<file path="config.mk">
export PLATFORM = sky130hd
export DESIGN_NAME = tpf_back
export DESIGN_NICKNAME = d
export VERILOG_FILES = /design/src/sv/tpf_pkg.sv /design/src/sv/tpf_back.sv
export SDC_FILE = /design/constraint.sdc
export NUM_CORES = 1
export LEC_CHECK = 0
export BUFFER_PORTS_ARGS = -buffer_cell sky130_fd_sc_hd__buf_4
export CORE_MARGIN = 10
export CORE_UTILIZATION = 59
export DETAILED_ROUTE_END_ITERATION = 12
export PLACE_DENSITY = 0.85
export SETUP_SLACK_MARGIN = 0.02
export SYNTH_ARGS = -nofsm -noshare
export SYNTH_HDL_FRONTEND = slang
export SYNTH_SLANG_ARGS = --single-unit
export TNS_END_PERCENT = 5
</file>
<file path="constraint.sdc">
create_clock -name clk -period 25.7 [get_ports clk]
set_input_delay 5.14 -clock clk [delete_from_list [all_inputs] [get_ports clk]]
set_output_delay 5.14 -clock clk [all_outputs]
set_load 0.05 [all_outputs]
</file>
<file path="src/sv/tpf_pkg.sv">
// shared constants, types and crc helper for the telemetry packet framer
package tpf_pkg;

	localparam int unsigned MAX_SENSORS_DEF = 1024;

	// field widths
	localparam int unsigned IDX_W = 10;
	localparam int unsigned TS_W  = 64;
	localparam int unsigned RD_W  = 32;
	localparam int unsigned ID_W  = 16;
	localparam int unsigned SEQ_W = 32;
	localparam int unsigned BYTE_W = 8;

	// input tdata layout, lowest bit first
	localparam int unsigned IDX_LSB   = 0;
	localparam int unsigned FAULT_LSB = IDX_LSB + IDX_W;
	localparam int unsigned TS_LSB    = FAULT_LSB + 1;
	localparam int unsigned VOLT_LSB  = TS_LSB + TS_W;
	localparam int unsigned CURR_LSB  = VOLT_LSB + RD_W;
	localparam int unsigned FREQ_LSB  = CURR_LSB + RD_W;
	localparam int unsigned S_FIELDS_W = FREQ_LSB + RD_W;
	localparam int unsigned S_TDATA_W  = ((S_FIELDS_W + 7) / 8) * 8;

	// frame constants
	localparam logic [15:0] MAGIC_WORD   = 16'h4750;
	localparam logic [7:0]  VERSION_BYTE = 8'h01;
	localparam logic [15:0] CRC_INIT     = 16'hFFFF;
	localparam logic [15:0] CRC_POLY     = 16'h1021;
	localparam logic [ID_W-1:0] ID_BASE_RST = 16'd100;
	localparam int unsigned FRAME_LEN  = 32;
	localparam int unsigned CRC_SPAN   = 30;
	localparam int unsigned BCNT_W     = 5;
	localparam int unsigned HDR_W      = CRC_SPAN * BYTE_W;
	localparam logic [BCNT_W-1:0] CRC_HI_IDX = BCNT_W'(CRC_SPAN);
	localparam logic [BCNT_W-1:0] LAST_IDX   = BCNT_W'(FRAME_LEN - 1);

	// slot reduction by reciprocal multiply
	localparam int unsigned RECIP_SHIFT = 20;
	localparam int unsigned RECIP_W     = RECIP_SHIFT + 1;
	localparam int unsigned PROD_W      = IDX_W + RECIP_W;
	localparam int unsigned REM_W       = IDX_W + 17;

	// queue between front and back
	localparam int unsigned QUEUE_DEPTH = 4;
	localparam int unsigned QPTR_W      = 2;
	localparam int unsigned QCNT_W      = 3;
	localparam int unsigned OCC_W       = QCNT_W + 1;

	typedef struct packed {
		logic [ID_W-1:0]  dev_id;
		logic             fault;
		logic [SEQ_W-1:0] seq;
		logic [TS_W-1:0]  timestamp;
		logic [RD_W-1:0]  voltage;
		logic [RD_W-1:0]  current;
		logic [RD_W-1:0]  freq;
	} frame_t;

	typedef struct packed {
		logic              empty;
		logic [QCNT_W-1:0] count;
	} queue_status_t;

	// one byte through the msb-first crc-16 register
	function automatic logic [15:0] crc_byte(input logic [15:0] crc_in,
			input logic [BYTE_W-1:0] data);
		logic [15:0] c;
		c = crc_in ^ {data, 8'h00};
		for (int b = 0; b < 8; b++) begin
			if (c[15]) begin
				c = {c[14:0], 1'b0} ^ CRC_POLY;
			end else begin
				c = {c[14:0], 1'b0};
			end
		end
		return c;
	endfunction

endpackage

</file>
<file path="src/sv/tpf_back.sv">
// back end: frame serializer with running crc and output register
module tpf_back (
	input  logic                        clk,
	input  logic                        arst_n,
	input  tpf_pkg::queue_status_t      q_status,
	input  tpf_pkg::frame_t             head,
	output logic                        pop,
	output logic                        m_tvalid,
	input  logic                        m_tready,
	output logic [tpf_pkg::BYTE_W-1:0]  m_tdata,
	output logic                        m_tlast
);

	logic                          busy_q;
	logic [tpf_pkg::BCNT_W-1:0]    cnt_q;
	logic [tpf_pkg::HDR_W-1:0]     sr_q;
	logic [15:0]                   crc_q;
	logic                          m_tvalid_q;
	logic [tpf_pkg::BYTE_W-1:0]    m_tdata_q;
	logic                          m_tlast_q;

	logic                          load;
	logic                          in_span;
	logic [tpf_pkg::BYTE_W-1:0]    cur_byte;
	logic [tpf_pkg::HDR_W-1:0]     hdr;

	assign load    = busy_q && (!m_tvalid_q || m_tready);
	assign in_span = (cnt_q < tpf_pkg::CRC_HI_IDX);
	// next frame is popped in the cycle its predecessor's last byte is loaded into the output register
	assign pop = !q_status.empty && (!busy_q || (load && (cnt_q == tpf_pkg::LAST_IDX)));

	always_comb begin
		if (in_span) begin
			cur_byte = sr_q[tpf_pkg::HDR_W-1 -: tpf_pkg::BYTE_W];
		end else if (cnt_q == tpf_pkg::CRC_HI_IDX) begin
			cur_byte = crc_q[15:8];
		end else begin
			cur_byte = crc_q[7:0];
		end
	end

	assign hdr = {tpf_pkg::MAGIC_WORD, tpf_pkg::VERSION_BYTE, 7'b0, head.fault,
		head.dev_id, head.seq, head.timestamp, head.voltage, head.current,
		head.freq};

	always_ff @(posedge clk or negedge arst_n) begin
		if (!arst_n) begin
			busy_q     <= 1'b0;
			cnt_q      <= '0;
			m_tvalid_q <= 1'b0;
		end else begin
			if (pop) begin
				busy_q <= 1'b1;
				cnt_q  <= '0;
			end else if (load) begin
				cnt_q <= cnt_q + tpf_pkg::BCNT_W'(1);
				if (cnt_q == tpf_pkg::LAST_IDX) begin
					busy_q <= 1'b0;
				end
			end
			if (load) begin
				m_tvalid_q <= 1'b1;
			end else if (m_tready) begin
				m_tvalid_q <= 1'b0;
			end
		end
	end

	always_ff @(posedge clk) begin
		if (pop) begin
			sr_q  <= hdr;
			crc_q <= tpf_pkg::CRC_INIT;
		end else if (load && in_span) begin
			sr_q  <= {sr_q[tpf_pkg::HDR_W-tpf_pkg::BYTE_W-1:0], tpf_pkg::BYTE_W'(0)};
			crc_q <= tpf_pkg::crc_byte(crc_q, cur_byte);
		end
		if (load) begin
			m_tdata_q <= cur_byte;
			m_tlast_q <= (cnt_q == tpf_pkg::LAST_IDX);
		end
	end

	assign m_tvalid = m_tvalid_q;
	assign m_tdata  = m_tdata_q;
	assign m_tlast  = m_tlast_q;

endmodule

</file>
==> impl_metrics.py <==
metrics = {
    "status": {
        "status": "complete, no violations",
    },
    "logic_synthesis": {
        "dominant_combinational_cell_family_by_area_after_synthesis": "simple AND/OR/NAND/NOR gates",
        "synth_sequential_area_ratio": 0.6672,
        "yosys_register_bits": 272,
        "synth_xor_area_frac": 0.01580,
        "syn_avg_cell_area_sq_um": 10.38,
        "syn_area_sq_mm": 0.01148,
        "synthArstFlopShare": 0.02574,
        "edff_count_synth": 218,
        "syn_warnings": 0,
        "yosys-mux-area-fraction": 0.01329,
        "synthesized_nets": 1325,
        "synth-compound-area-share": 0.05349,
        "post_synth_and_or_nand_nor_area_fraction": 0.2254,
        "synth-adder-area-share": 0.003268,
        "synth_top_flop_cell": "sky130_fd_sc_hd__edfxtp_1",
        "ys_types": 41,
        "syn_inst": 1106,
    },
    "timing": {
        "timing.setup.tns_ns": 0,
        "report.final.hold_viol_count": 0,
        "timing.max_slew.rel_slack": 0.3023,
        "finalClockSkew_ns": 0.009956,
        "max_freq_mhz": 85.43,
        "post-route-min-period_ns": 11.71,
        "timing.final.max_slew_violations": 0,
        "layout_worst_path_cycle_share": 0.4555,
        "max_slew.worst_pin.slew_ns": 1.046,
        "endpoints_failing_setup": 0,
        "grt_setup_unrepaired": "no",
    },
    "clock_tree": {
        "cts_resized": 0,
        "clock_tree.root_cell": "sky130_fd_sc_hd__clkbuf_16",
        "numClockSinks": 272,
        "htreeDepth": 1,
        "cts_hold_buffers": 0,
        "ctsLongestPathBuffers": 3,
        "cts_tree": "yes",
        "worst_setup_hold_path_clk_slew_ns": 0.06,
        "number_of_buffers_created_by_cts": 28,
        "clkLatencyLatePin_ns": 0.53,
        "post-cts-setup-buffers": 0,
    },
    "flow_run": {
        "drv.max_cap_violation_count": 0,
    },
    "die": {
        "die_x_microns": 159.5,
        "initial_utilization": 0.6059,
        "std_cell_rows": 50,
        "die_area_sq_mm": 0.02545,
        "placeable_core_area_sq_mm": 0.01896,
        "top_level_ports": 227,
        "die-height_microns": 159.5,
    },
    "route": {
        "detail-route-antenna-nets": 0,
        "route.detailed.wl_per_inst_microns": 17.49,
        "drcViolationCount": 0,
        "detailroute.via_count": 8401,
        "drt-vias-per-instance": 5.294,
        "first_pass_iters": 5,
        "routed_wl_microns": 27760,
        "first_iter_violations": 743,
    },
    "layout": {
        "most_common_cell_after_layout_fill_and_taps_aside": "sky130_fd_sc_hd__nand2_1",
        "nets": 1524,
        "drive_gt1_frac": 0.2202,
        "fillers": 1346,
        "layout-area-overhead-vs-synth_pct": 23.53,
        "most-common-layout-cells": "sky130_fd_sc_hd__nand2_1 (607), sky130_fd_sc_hd__buf_4 (229), sky130_fd_sc_hd__edfxtp_1 (218)",
        "post_route_insts_no_fill": 1587,
        "ff_latch_area_sq_mm": 0.007662,
        "multi_input_comb_area_sq_mm": 0.003582,
    },
    "grt": {
        "grt_pass1_vias": 8467,
        "gr-total-overflow": 0,
        "antenna_found_initial": 1,
        "grt_max_degree": 156,
        "wire_length_of_the_first_global_routing_pass_microns": 43810,
        "globalRouteTotalUtil": 0.2097,
    },
    "setup_path": {
        "critical_path_buf_inv_count": 3,
        "crit_chain": "buf_4, nand2b_1, nand2_1, nand2_1, nand2b_4, inv_6, buf_4",
        "cp_top_family": "buffers and inverters",
        "critical-path-slowest-cell": "sky130_fd_sc_hd__inv_6",
        "critical_path_peak_fanout": 124,
        "crit_path_end_kind": "output pin",
        "cp_data_arrival_time_ns": 6.57,
        "critPathLaunchType": "input port",
        "timing.setup.critical_path_class": "in -> out",
        "worst_ep_required_time_ns": 20.56,
        "r2r_setup_slack_ns": 21.35,
        "worst_path_max_stage_delay_ns": 0.59,
    },
    "power": {
        "static_leakage_nw": 6.379,
        "worst_ir_drop_vdd_mv": 0.05342,
        "cell_area_power_density_mw_per_mm2": 102.7,
        "total_power_w": 0.001457,
    },
    "place": {
        "dpl.cell_count": 1535,
        "hpwl_microns": 18190,
        "portBuffers": 223,
        "gp_congestion": 0.8188,
    },
    "hold_path": {
        "worstHoldPathType": "reg -> reg",
    },
}
[state kept, by name, indices dropped and copies added (netlist names)]
signal	cells
cnt_q	5
crc_q	16
sr_q	240
m_tvalid	1
m_tlast	1
m_tdata	8
busy_q	1
[kinds of logic (layout without fill, tap and decap cells)]
family | count (synthesis) | count (layout)
and+or+nand+nor | 662 | 662
xor gates and xnor gates | 19 | 19
adders and majority gates | 3 | 3
other | 0 | 1
muxes | 14 | 14
buffers and inverters | 63 | 283
AOI/OAI and AO/OA | 73 | 73
DFF | 272 | 272
[per-layer routing]
metal | GRT usage | wire [microns] | up-vias
met5 | 0 | 0 | -
met1 | 0.2617 | 11010 | 3957
met3 | 0.05190 | 2091 | 49
li1 | - | - | 4084
met4 | 0.06276 | 782 | 0
met2 | 0.3529 | 13870 | 311
[final timing paths]
path / startpoint / to / cells after the start
min in group asynchronous: arst_n / busy_q / 1
min reg2reg: sr_q[207] / sr_q[215] / 1
max: m_tready / pop / 7
max reg2reg: cnt_q[1] / sr_q[144] / 11
max in group asynchronous: arst_n / cnt_q[3] / 1
min: sr_q[207] / sr_q[215] / 1
[final cells by class]
cell class              instances  share of cell area
diodes                          1           0.0001764
well taps                     260             0.02293
repair buffers                229              0.1212
multi-input cells             771              0.2525
clock inverters                13            0.006526
flip-flops and latches        272              0.5401
inverters                       3            0.001676
clock buffers                  38             0.05494
[where the power goes]
part | total, W | switching (W) | internal, W | leakage [nW]
clock | 0.000386 | 0.000164 | 0.000222 | 0.430
combinational | 0.000356 | 0.000203 | 0.000153 | 3.34
sequential | 0.000715 | 0.0000678 | 0.000647 | 2.61
total | 0.00146 | 0.000435 | 0.00102 | 6.38
[synthesized netlist by cell type (3+ instances only)]
library cell               count  area [sq um]
sky130_fd_sc_hd__nor2_1       23         86.33
sky130_fd_sc_hd__a22o_1       24         210.2
sky130_fd_sc_hd__nand3_1       4         20.02
sky130_fd_sc_hd__o32a_2        5         56.30
sky130_fd_sc_hd__xnor2_1      10         87.58
sky130_fd_sc_hd__dfrtp_1       7         175.2
sky130_fd_sc_hd__xor2_1        7         61.31
sky130_fd_sc_hd__edfxtp_1    218          6546
sky130_fd_sc_hd__mux2i_1      13         130.1
sky130_fd_sc_hd__a21oi_1      21         105.1
sky130_fd_sc_hd__o22a_1        9         78.83
sky130_fd_sc_hd__nand2_1     607          2278
sky130_fd_sc_hd__and2_1        9         56.30
sky130_fd_sc_hd__a21boi_0      3         22.52
sky130_fd_sc_hd__clkbuf_1     53         198.9
sky130_fd_sc_hd__dfxtp_1      47         940.9
sky130_fd_sc_hd__ha_1          3         37.54
sky130_fd_sc_hd__nand4_1       3         18.77
sky130_fd_sc_hd__nand2b_1      6         37.54
sky130_fd_sc_hd__a32oi_1       5         43.79
[metrics by stage]
stage | hold WS (ns) | instance area (sq um) | setup WS [ns] | utilization
3_3_place_gp | 0.4439 | 13310 | 14.00 | 0.7023
2_1_floorplan | 0.4294 | 11480 | 13.25 | -
4_1_cts | 0.4654 | 14180 | 13.96 | 0.7483
3_5_place_dp | 0.4481 | 13310 | 13.97 | 0.7023
5_1_grt | 0.4813 | 14190 | 13.86 | 0.7484
6_report | 0.4661 | 14190 | 13.99 | 0.7484
Note: power is estimated with default switching activity, not from simulation.
