<file path="src/sv/tpf_pkg.sv">
// shared constants, types and crc helper for the telemetry packet framer
package tpf_pkg;

	localparam int unsigned MAX_SENSORS_DEF = 1024;

	// field widths
	localparam int unsigned IDX_W = 10;
	localparam int unsigned TS_W  = 64;
	localparam int unsigned RD_W  = 32;
	localparam int unsigned ID_W  = 16;
	localparam int unsigned SEQ_W = 32;
	localparam int unsigned BYTE_W = 8;

	// input tdata layout, lowest bit first
	localparam int unsigned IDX_LSB   = 0;
	localparam int unsigned FAULT_LSB = IDX_LSB + IDX_W;
	localparam int unsigned TS_LSB    = FAULT_LSB + 1;
	localparam int unsigned VOLT_LSB  = TS_LSB + TS_W;
	localparam int unsigned CURR_LSB  = VOLT_LSB + RD_W;
	localparam int unsigned FREQ_LSB  = CURR_LSB + RD_W;
	localparam int unsigned S_FIELDS_W = FREQ_LSB + RD_W;
	localparam int unsigned S_TDATA_W  = ((S_FIELDS_W + 7) / 8) * 8;

	// frame constants
	localparam logic [15:0] MAGIC_WORD   = 16'h4750;
	localparam logic [7:0]  VERSION_BYTE = 8'h01;
	localparam logic [15:0] CRC_INIT     = 16'hFFFF;
	localparam logic [15:0] CRC_POLY     = 16'h1021;
	localparam logic [ID_W-1:0] ID_BASE_RST = 16'd100;
	localparam int unsigned FRAME_LEN  = 32;
	localparam int unsigned CRC_SPAN   = 30;
	localparam int unsigned BCNT_W     = 5;
	localparam int unsigned HDR_W      = CRC_SPAN * BYTE_W;
	localparam logic [BCNT_W-1:0] CRC_HI_IDX = BCNT_W'(CRC_SPAN);
	localparam logic [BCNT_W-1:0] LAST_IDX   = BCNT_W'(FRAME_LEN - 1);

	// slot reduction by reciprocal multiply
	localparam int unsigned RECIP_SHIFT = 20;
	localparam int unsigned RECIP_W     = RECIP_SHIFT + 1;
	localparam int unsigned PROD_W      = IDX_W + RECIP_W;
	localparam int unsigned REM_W       = IDX_W + 17;

	// queue between front and back
	localparam int unsigned QUEUE_DEPTH = 4;
	localparam int unsigned QPTR_W      = 2;
	localparam int unsigned QCNT_W      = 3;
	localparam int unsigned OCC_W       = QCNT_W + 1;

	typedef struct packed {
		logic [ID_W-1:0]  dev_id;
		logic             fault;
		logic [SEQ_W-1:0] seq;
		logic [TS_W-1:0]  timestamp;
		logic [RD_W-1:0]  voltage;
		logic [RD_W-1:0]  current;
		logic [RD_W-1:0]  freq;
	} frame_t;

	typedef struct packed {
		logic              empty;
		logic [QCNT_W-1:0] count;
	} queue_status_t;

	// one byte through the msb-first crc-16 register
	function automatic logic [15:0] crc_byte(input logic [15:0] crc_in,
			input logic [BYTE_W-1:0] data);
		logic [15:0] c;
		c = crc_in ^ {data, 8'h00};
		for (int b = 0; b < 8; b++) begin
			if (c[15]) begin
				c = {c[14:0], 1'b0} ^ CRC_POLY;
			end else begin
				c = {c[14:0], 1'b0};
			end
		end
		return c;
	endfunction

endpackage

</file>
<file path="src/sv/tpf_queue.sv">
// short frame queue between front and back
module tpf_queue (
	input  logic                   clk,
	input  logic                   arst_n,
	input  logic                   push,
	input  tpf_pkg::frame_t        push_entry,
	input  logic                   pop,
	output tpf_pkg::frame_t        head,
	output tpf_pkg::queue_status_t status
);

	tpf_pkg::frame_t                mem_q [tpf_pkg::QUEUE_DEPTH];
	logic [tpf_pkg::QPTR_W-1:0]     wr_ptr_q;
	logic [tpf_pkg::QPTR_W-1:0]     rd_ptr_q;
	logic [tpf_pkg::QCNT_W-1:0]     count_q;

	always_ff @(posedge clk or negedge arst_n) begin
		if (!arst_n) begin
			wr_ptr_q <= '0;
			rd_ptr_q <= '0;
			count_q  <= '0;
		end else begin
			if (push) begin
				wr_ptr_q <= wr_ptr_q + tpf_pkg::QPTR_W'(1);
			end
			if (pop) begin
				rd_ptr_q <= rd_ptr_q + tpf_pkg::QPTR_W'(1);
			end
			if (push && !pop) begin
				count_q <= count_q + tpf_pkg::QCNT_W'(1);
			end else if (pop && !push) begin
				count_q <= count_q - tpf_pkg::QCNT_W'(1);
			end
		end
	end

	always_ff @(posedge clk) begin
		if (push) begin
			mem_q[wr_ptr_q] <= push_entry;
		end
	end

	assign head = mem_q[rd_ptr_q];

	always_comb begin
		status.empty = (count_q == '0);
		status.count = count_q;
	end

endmodule

</file>
<file path="config.mk">
export PLATFORM = sky130hd
export DESIGN_NAME = tpf_queue
export DESIGN_NICKNAME = d
export VERILOG_FILES = /design/src/sv/tpf_pkg.sv /design/src/sv/tpf_queue.sv
export SDC_FILE = /design/constraint.sdc
export NUM_CORES = 1
export LEC_CHECK = 0
export ABC_AREA = 1
export BUFFER_PORTS_ARGS = -buffer_cell sky130_fd_sc_hd__buf_2
export CORE_ASPECT_RATIO = 1.5
export CORE_MARGIN = 1
export CORE_UTILIZATION = 32
export CTS_BUF_LIST = sky130_fd_sc_hd__clkbuf_8
export DETAILED_ROUTE_END_ITERATION = 6
export MAX_ROUTING_LAYER = met4
export PLACE_DENSITY_LB_ADDON = 0.05
export SLEW_MARGIN = 0
export SYNTH_ARGS = -nofsm -noshare
export SYNTH_HDL_FRONTEND = slang
export SYNTH_SLANG_ARGS = --single-unit
export TNS_END_PERCENT = 100
</file>
<file path="constraint.sdc">
create_clock -name clk -period 5.8 [get_ports clk]
set_input_delay 0.58 -clock clk [delete_from_list [all_inputs] [get_ports clk]]
set_output_delay 0.58 -clock clk [all_outputs]
set_load 0.005 [all_outputs]
</file>
==> results of run 1 <==
-- sequential cells by signal (all words and copies together), names as in the netlist --
signal	count
rd_ptr_q	2
mem_q	836
wr_ptr_q	2
count_q	3
-- timing repair --
action | CTS | global route
setup buffers | 0 | 0
resized for setup | 0 | 0
endpoints found under the hold margin | 846 | 0
hold buffers | 212 | 0
-- placed cells by master (no fill, tap or decap), types with 8 or more instances in the layout --
cell / instances
buf_4: 17
edfxtp_1: 836
buf_12: 9
inv_8: 8
o211ai_1: 418
inv_1: 473
clkbuf_8: 141
clkinv_1: 31
clkinv_2: 8
dlygate4sd3_1: 212
buf_2: 425
nand2_1: 640
diode_2: 23
-- power breakdown --
group	total, mW	leakage (nW)	switching, mW	internal [mW]
sequential	8.37	7.76	0.401	7.97
combinational	6.51	7.29	4.32	2.19
clock	4.69	1.40	2.38	2.31
total	19.6	16.5	7.10	12.5
-- final cells by class --
| type | instances | share of cell area (%) |
|---|---|---|
| Tap cell | 1396 | 4.22 |
| Clock buffer | 141 | 4.69 |
| Antenna cell | 23 | 0.139 |
| Timing Repair Buffer | 663 | 11.0 |
| Sequential cell | 843 | 61.1 |
| Clock inverter | 100 | 1.16 |
| Inverter | 430 | 3.99 |
| Multi-Input combinational cell | 1072 | 13.7 |
-- worst max-delay path by stage --
| stage | start | end | slack (ps) | cells after the start |
|---|---|---|---|---|
| floorplan | push | mem_q[1][0] | 330 | 3 |
| global placement | rd_ptr_q[1] | head[64] | 2600 | 5 |
| detailed placement | rd_ptr_q[1] | head[64] | 2630 | 5 |
| CTS | rd_ptr_q[1] | head[64] | 1700 | 5 |
| global route | rd_ptr_q[1] | head[64] | 1690 | 5 |
| finish | rd_ptr_q[1] | head[80] | 1930 | 5 |
-- metrics by stage --
stage | setup WS, ps | hold slack (ps) | power (mW)
after floorplan | 330 | 284 | 12.6
after global placement | 2600 | 427 | 15.1
after detailed placement | 2630 | 428 | 15.1
after CTS | 1700 | 46.6 | 20.1
after global routing | 1690 | 92.5 | 20.9
final | 1930 | 150 | 19.6
-- per-layer routing --
layer	vias up	global-route usage, %	wire length [microns]
met4	0	5.51	1820
met3	130	5.05	5400
li1	10057	-	-
met2	473	27.9	42700
met1	10102	18.6	35700
met5	-	-	0
-- cells by family (layout without fill, tap and decap cells) --
| logic type | count (synthesis) | after routing |
|---|---|---|
| buf+inv | 570 | 1334 |
| simple gates | 643 | 643 |
| compound gates | 419 | 419 |
| fa+ha+maj | 6 | 6 |
| xor+xnor | 4 | 4 |
| flops | 843 | 843 |
| other cells | 0 | 23 |
-- worst max-delay path, delay by kind of cell, from the launching register on --
family,cells,cell delay (ps)
buffers and inverters,3,1230
DFF,1,760
AOI/OAI and AO/OA,1,180
and+or+nand+nor,1,170
==> results by group, run 1 <==
Status
  – Status: completed

Logic synthesis
  – Synthesized-area fraction occupied by adder cells: 0.246%
  – Yosys cell types: 17
  – Top-count cell post-synth: edfxtp_1
  – Total of flip-flops plus latches after synthesis: 843
  – Leading register cell type out of synthesis: edfxtp_1
  – Yosys top cell area share: 74.8%
  – Mux share of post-synthesis cell area: 0%
  – Largest family of logic cells by synthesized area: compound AO/OA/AOI/OAI gates
  – Synthesized netlist net count: 2704
  – Synthesized-area fraction occupied by ao, oa, aoi and oai cells: 9.36%
  – Synth warn: 0
  – Area fraction in and, or, nand and nor cells after synthesis: 7.20%
  – Synth Area in XOR/XNOR: 0.104%
  – Synth async-reset ratio: 0.830%
  – Cell taking the most area after synthesis: edfxtp_1
  – Number of standard cells after synthesis: 2485
  – Cells taking the most area after synthesis: edfxtp_1, o211ai_1, nand2_1
  – Average footprint of a synthesized cell: 13.5 sq um
  – Mapped cell area: 0.0336 sq mm
  – Number of synthesized flops with an enable pin: 836
  – Share of the yosys chip area belonging to registers: 75.3%
  – Top cells by count, synth: edfxtp_1, nand2_1, inv_1

Placed design
  – Final Wtd Congestion: 0.730
  – Dpl cell area: 0.0368 sq mm
  – Number of buffers inserted by port buffering: 425
  – Half-perimeter wire length after placement: 48100 microns
  – Post-placement cell count: 4192

Layout
  – Fraction of final layout cells with drive strength greater than 1: 19.1%
  – Utilization of the core after routing: 39.8%
  – Multi-input gate area: 0.00568 sq mm
  – Fillcell total: 10021
  – Final non-filler cell total: 4668
  – Combined flip-flop and latch cell area: 0.0253 sq mm
  – Net count reported at finish: 3367
  – Fin area: 0.0414 sq mm
  – Growth of design area from synthesis to finish: 23.3%

GRT
  – Initial antenna violation count: 23
  – Global router's overall resource usage: 16.6%
  – Wire length of the first global-routing pass: 128000 microns
  – Pin count of the biggest net entering global routing: 183
  – Global-route congestion overflow total: 0
  – Vias in the first global route: 21250

CTS
  – Clock Sinks: 843
  – Source-to-sink clock delay at the later pin of the worst-skew pair: 800 ps
  – Clk root buf: clkbuf_8
  – CTS tree: built
  – Maximum count of clock buffers along a single path: 3
  – Clk slew on worst S/H paths: 60 ps
  – Number of levels the H-tree was split into: 4
  – TritonCTS Buffers: 138

Worst setup path
  – Setup slack, reg-to-reg: 3200 ps
  – Data arrival time of the worst path: 3290 ps
  – Source of the worst register-to-register timing path: wr_ptr_q[0]
  – Capture instance of the worst register-to-register path: mem_q[0][19]
  – Startpoint types: register
  – Critical Path RT: 5220 ps
  – Cell with the largest stage delay on the worst path: dfrtp_4
  – Critical path type: register to output port
  – Cells on worst reg2reg path: 5
  – Crit-path cells: inv_8, buf_12, o211ai_1, nand2_1, buf_2
  – Endpoint class of the critical path: output port
  – Maximum fanout along the worst path: 95
  – CP max stage delay: 760 ps

Pwr
  – Worst vdd rail ir drop: 0.000330 V
  – Lkg Pwr: 16.5 nW
  – Power density relative to cell area: 473 mW/mm^2

Drt
  – Total wire length after detailed routing: 85600 microns
  – Vias/cell: 4.45
  – DRC violations left: 0
  – Average wire length per cell after detail routing: 18.3 microns
  – Number of detailed-route iterations in the first pass: 5
  – Total number of vias: 20762
  – ANT nets after route: 0
  – Iteration-0 DRC count of the detailed router: 1058

Floorplanning
  – Floorplan die area: 0.106 sq mm
  – Effective utilization at floorplan: 32.2%
  – Die Width: 266 microns
  – Placeable core area: 0.104 sq mm
  – Count of standard-cell rows: 145
  – Height of the die: 399 microns
  – Count of boundary I/O pins: 426

STA
  – Highest clock rate: 258 MHz
  – Setup repair after global routing missed its margin: false
  – Normalized max-slew margin: 32.5%
  – Final min period: 3870 ps
  – Aggregate negative setup slack: 0 ps
  – Final-report setup violation count: 0
  – Final Cycle Share: 66.8%
  – Clk_skew: 22.6 ps
  – Total count of max-transition violations in the final report: 0
  – Endpoints failing hold: 0
  – Least-Margin Pin Slew: 1010 ps

Hold path
  – Classification of the worst-slack hold path: input port to async pin

Job
  – Max-cap viol count: 0
Power figures use the tool's default switching activity.
==> run 2: changes to the inputs <==
clock period = 3.2 ns   (was 5.8 ns; I/O delays follow)
==> run 2 against run 1 <==
  * Largest power group unchanged
  * Sequential power is 78% higher
  * Highest routed layer unchanged
  * Clock-buffer cell count stayed put
  * Die area stayed put
  * Sequential cell count stayed put
  * Largest cell class unchanged
==> results by group, run 2 (same netlist as run 1, synthesis figures left out) <==
Status
  – Status: completed

Drt
  – Total number of vias: 20760 (-0.0096%)
  – Iteration-0 DRC count of the detailed router: 906 (-14%)
  – DRC violations left: 0 (unchanged)
  – Wl on met1: 35600 microns (-0.21%)
  – Sum of met3 wire segment lengths after detailed routing: 5110 microns (-5.4%)
  – Number of detailed-route iterations in the first pass: 5 (unchanged)
  – ANT nets after route: 0 (unchanged)
  – Highest metal layer with signal wires: met4
  – Average wire length per cell after detail routing: 18.3 microns (-0.19%)
  – Total wire length after detailed routing: 85800 microns (+0.16%)
  – Met2 routed WL: 42900 microns (+0.46%)
  – Vias/cell: 4.43 (-0.35%)

Layout
  – Net count reported at finish: 3394 (+0.80%)
  – Commonest non-fill, non-tap cells in the layout: edfxtp_1, nand2_1, inv_1, buf_2, o211ai_1
  – Leading registers by flop count: mem_q (836), count_q (3)
  – Growth of design area from synthesis to finish: 24.4%
  – Fillcell total: 10042 (+0.21%)
  – Utilization of the core after routing: 40.1% (+0.34 points)
  – Fraction of final layout cells with drive strength greater than 1: 19.9% (+0.83 points)
  – Largest register by flop count: mem_q
  – Most frequent standard cell in the layout excluding fill and tap cells: edfxtp_1
  – Flip-flop count of the largest register, all copies and words added: 836 (unchanged)

Worst setup path
  – Startpoint types: register
  – Cell with the largest stage delay on the worst path: dfrtp_4
  – Critical Path RT: 2880 ps (-2340 ps)
  – Data arrival time of the worst path: 2650 ps (-640 ps)
  – Cells on worst reg2reg path: 5 (unchanged)
  – Maximum fanout along the worst path: 56 (-41%)
  – Endpoint class of the critical path: output port
  – Number of buffer and inverter instances along the worst setup path: 3 (unchanged)
  – Number of stages on the worst setup path: 5 (unchanged)
  – Largest delay contributor family on the critical path: buffers and inverters
  – CP max stage delay: 530 ps (-230 ps)
  – Critical path type: register to output port
  – Crit-path cells: inv_8, buf_4, o211ai_1, nand2_1, buf_2

Placed design
  – Worst Setup Slack post-DPL: 936 ps (-1690 ps)
  – Half-perimeter wire length after placement: 49700 microns (+3.3%)
  – Number of buffers inserted by port buffering: 425 (unchanged)
  – Final Wtd Congestion: 0.734 (+0.60%)

STA
  – Final min period: 2970 ps
  – Clk_skew: 19.8 ps (-2.77 ps)
  – Final Cycle Share: 92.9%
  – Total count of max-transition violations in the final report: 0 (unchanged)
  – Highest clock rate: 336 MHz
  – Normalized max-slew margin: 42.6% (+10 points)
  – Final-report setup violation count: 0 (unchanged)
  – Endpoints failing hold: 0 (unchanged)
  – Final-layout worst hold slack: 273 ps (+123 ps)
  – Setup repair after global routing missed its margin: false
  – Least-Margin Pin Slew: 861 ps (-152 ps)
  – Final worst slack: 227 ps (-1700 ps)

Pwr
  – Worst vdd rail ir drop: 0.000633 V (+92%)
  – Switching fraction of total power: 35.8% (-0.46 points)
  – Part of the power in registers: 41.8% (-1.0 points)
  – Switching power summed over all nets: 12.8 mW (+80%)
  – Power density relative to cell area: 855 mW/mm^2 (+81%)
  – Internal power component: 22.9 mW (+84%)
  – Combinational cell fraction of total power: 34.9% (+1.6 points)
  – Lkg Pwr: 16.6 nW (+0.88%)
  – Share of total power in the clock network: 23.3% (-0.6 points)

Job
  – Max-cap viol count: 0 (unchanged)

GRT
  – Global-route congestion overflow total: 0 (unchanged)
  – Pin count of the biggest net entering global routing: 137 (-25%)
  – Initial antenna violation count: 17 (-26%)
  – Wire length of the first global-routing pass: 127000 microns (-0.25%)
  – Vias in the first global route: 21593 (+1.6%)
  – Global router's overall resource usage: 16.6% (+0.036 points)

Floorplanning
  – Floorplan die area: 0.106 sq mm (unchanged)
  – Count of boundary I/O pins: 426 (unchanged)
  – Die Width: 266 microns (unchanged)
  – Height of the die: 399 microns (unchanged)
  – Count of standard-cell rows: 145 (unchanged)
  – Placeable core area: 0.104 sq mm (unchanged)
  – Effective utilization at floorplan: 32.2% (unchanged)

CTS
  – Maximum count of clock buffers along a single path: 3 (unchanged)
  – Clock Sinks: 843 (unchanged)
  – CTS tree: built
  – Clk slew on worst S/H paths: 60 ps (about the same)
  – Clk root buf: clkbuf_8
  – Source-to-sink clock delay at the later pin of the worst-skew pair: 800 ps (about the same)
  – TritonCTS Buffers: 139 (+0.72%)
  – Number of levels the H-tree was split into: 4 (unchanged)

Hold path
  – Classification of the worst-slack hold path: input port to register
  – Worst hold stages: 2
[run 2: cell count changes in the layout (fill, tap and decap cells not counted), sizes merged]
cell / before / now
buf: 451 / 476
clkinv: 40 / 35
clkinvlp: 5 / 10
diode: 23 / 18
dlygate4sd3: 212 / 213
inv: 484 / 479
[run 2: metal layers]
metal  up-vias  track usage [%]
met2       523             28.4
met4         0             6.10
li1      10084                -
met1     10007             18.6
met5         -                -
met3       146             4.25
[run 2: layout make-up]
cell class / instances / area, sq um / area share (%)
sequential: 843 / 25300 / 60.6
multi-input combinational: 1072 / 5700 / 13.6
timing repair buffer: 689 / 4970 / 11.9
clock buffer: 141 / 1940 / 4.65
tap: 1396 / 1750 / 4.18
inverter: 430 / 1640 / 3.92
clock inverter: 95 / 432 / 1.03
antenna: 18 / 45.0 / 0.108
[run 2: path summary, 6_finish.rpt]
| path | start | end | slack, ps |
|---|---|---|---|
| worst max-delay path | rd_ptr_q[1] | head[187] | 230 |
| min in group asynchronous | arst_n | count_q[1] | 530 |
| max in group asynchronous | arst_n | rd_ptr_q[1] | 2320 |
| worst min-delay path | push_entry[111] | mem_q[2][111] | 270 |
| worst min register to register | count_q[2] | count_q[2] | 520 |
| worst max register to register | wr_ptr_q[0] | mem_q[0][179] | 1080 |
[run 2: power by group through the flow]
stage	Clock, mW	Combinational [mW]	Sequential, mW
2_1_floorplan	0	7.43	15.3
3_3_place_gp	0	12.6	15.2
3_5_place_dp	0	12.7	15.2
4_1_cts	8.74	12.9	15.0
5_1_grt	9.12	14.0	15.1
6_report	8.32	12.4	14.9
[run 2: through the flow]
step           TNS (ps)  total power, mW  instance area [sq um]  std cells
3_3_place_gp          0             27.8                  37200       4216
6_report              0             35.7                  41800       4684
2_1_floorplan   -821930             22.7                  33600       2485
3_5_place_dp          0             27.9                  37200       4216
5_1_grt               0             38.2                  41800       4683
4_1_cts               0             36.7                  41700       4665
[run 2: repair_timing]
item,in CTS,in global routing
hold endpoints to repair,849,0
gates resized for setup,0,0
setup buffers,0,1
hold buffers,213,0
setup endpoints to repair,0,2
[run 2: worst reg2reg max path, delay by kind of cell (launching register included)]
family / cells / cell delay [ps]
and+or+nand+nor: 1 / 80
DFF: 1 / 420
adders and majority gates: 1 / 180
buffers and inverters: 3 / 1140
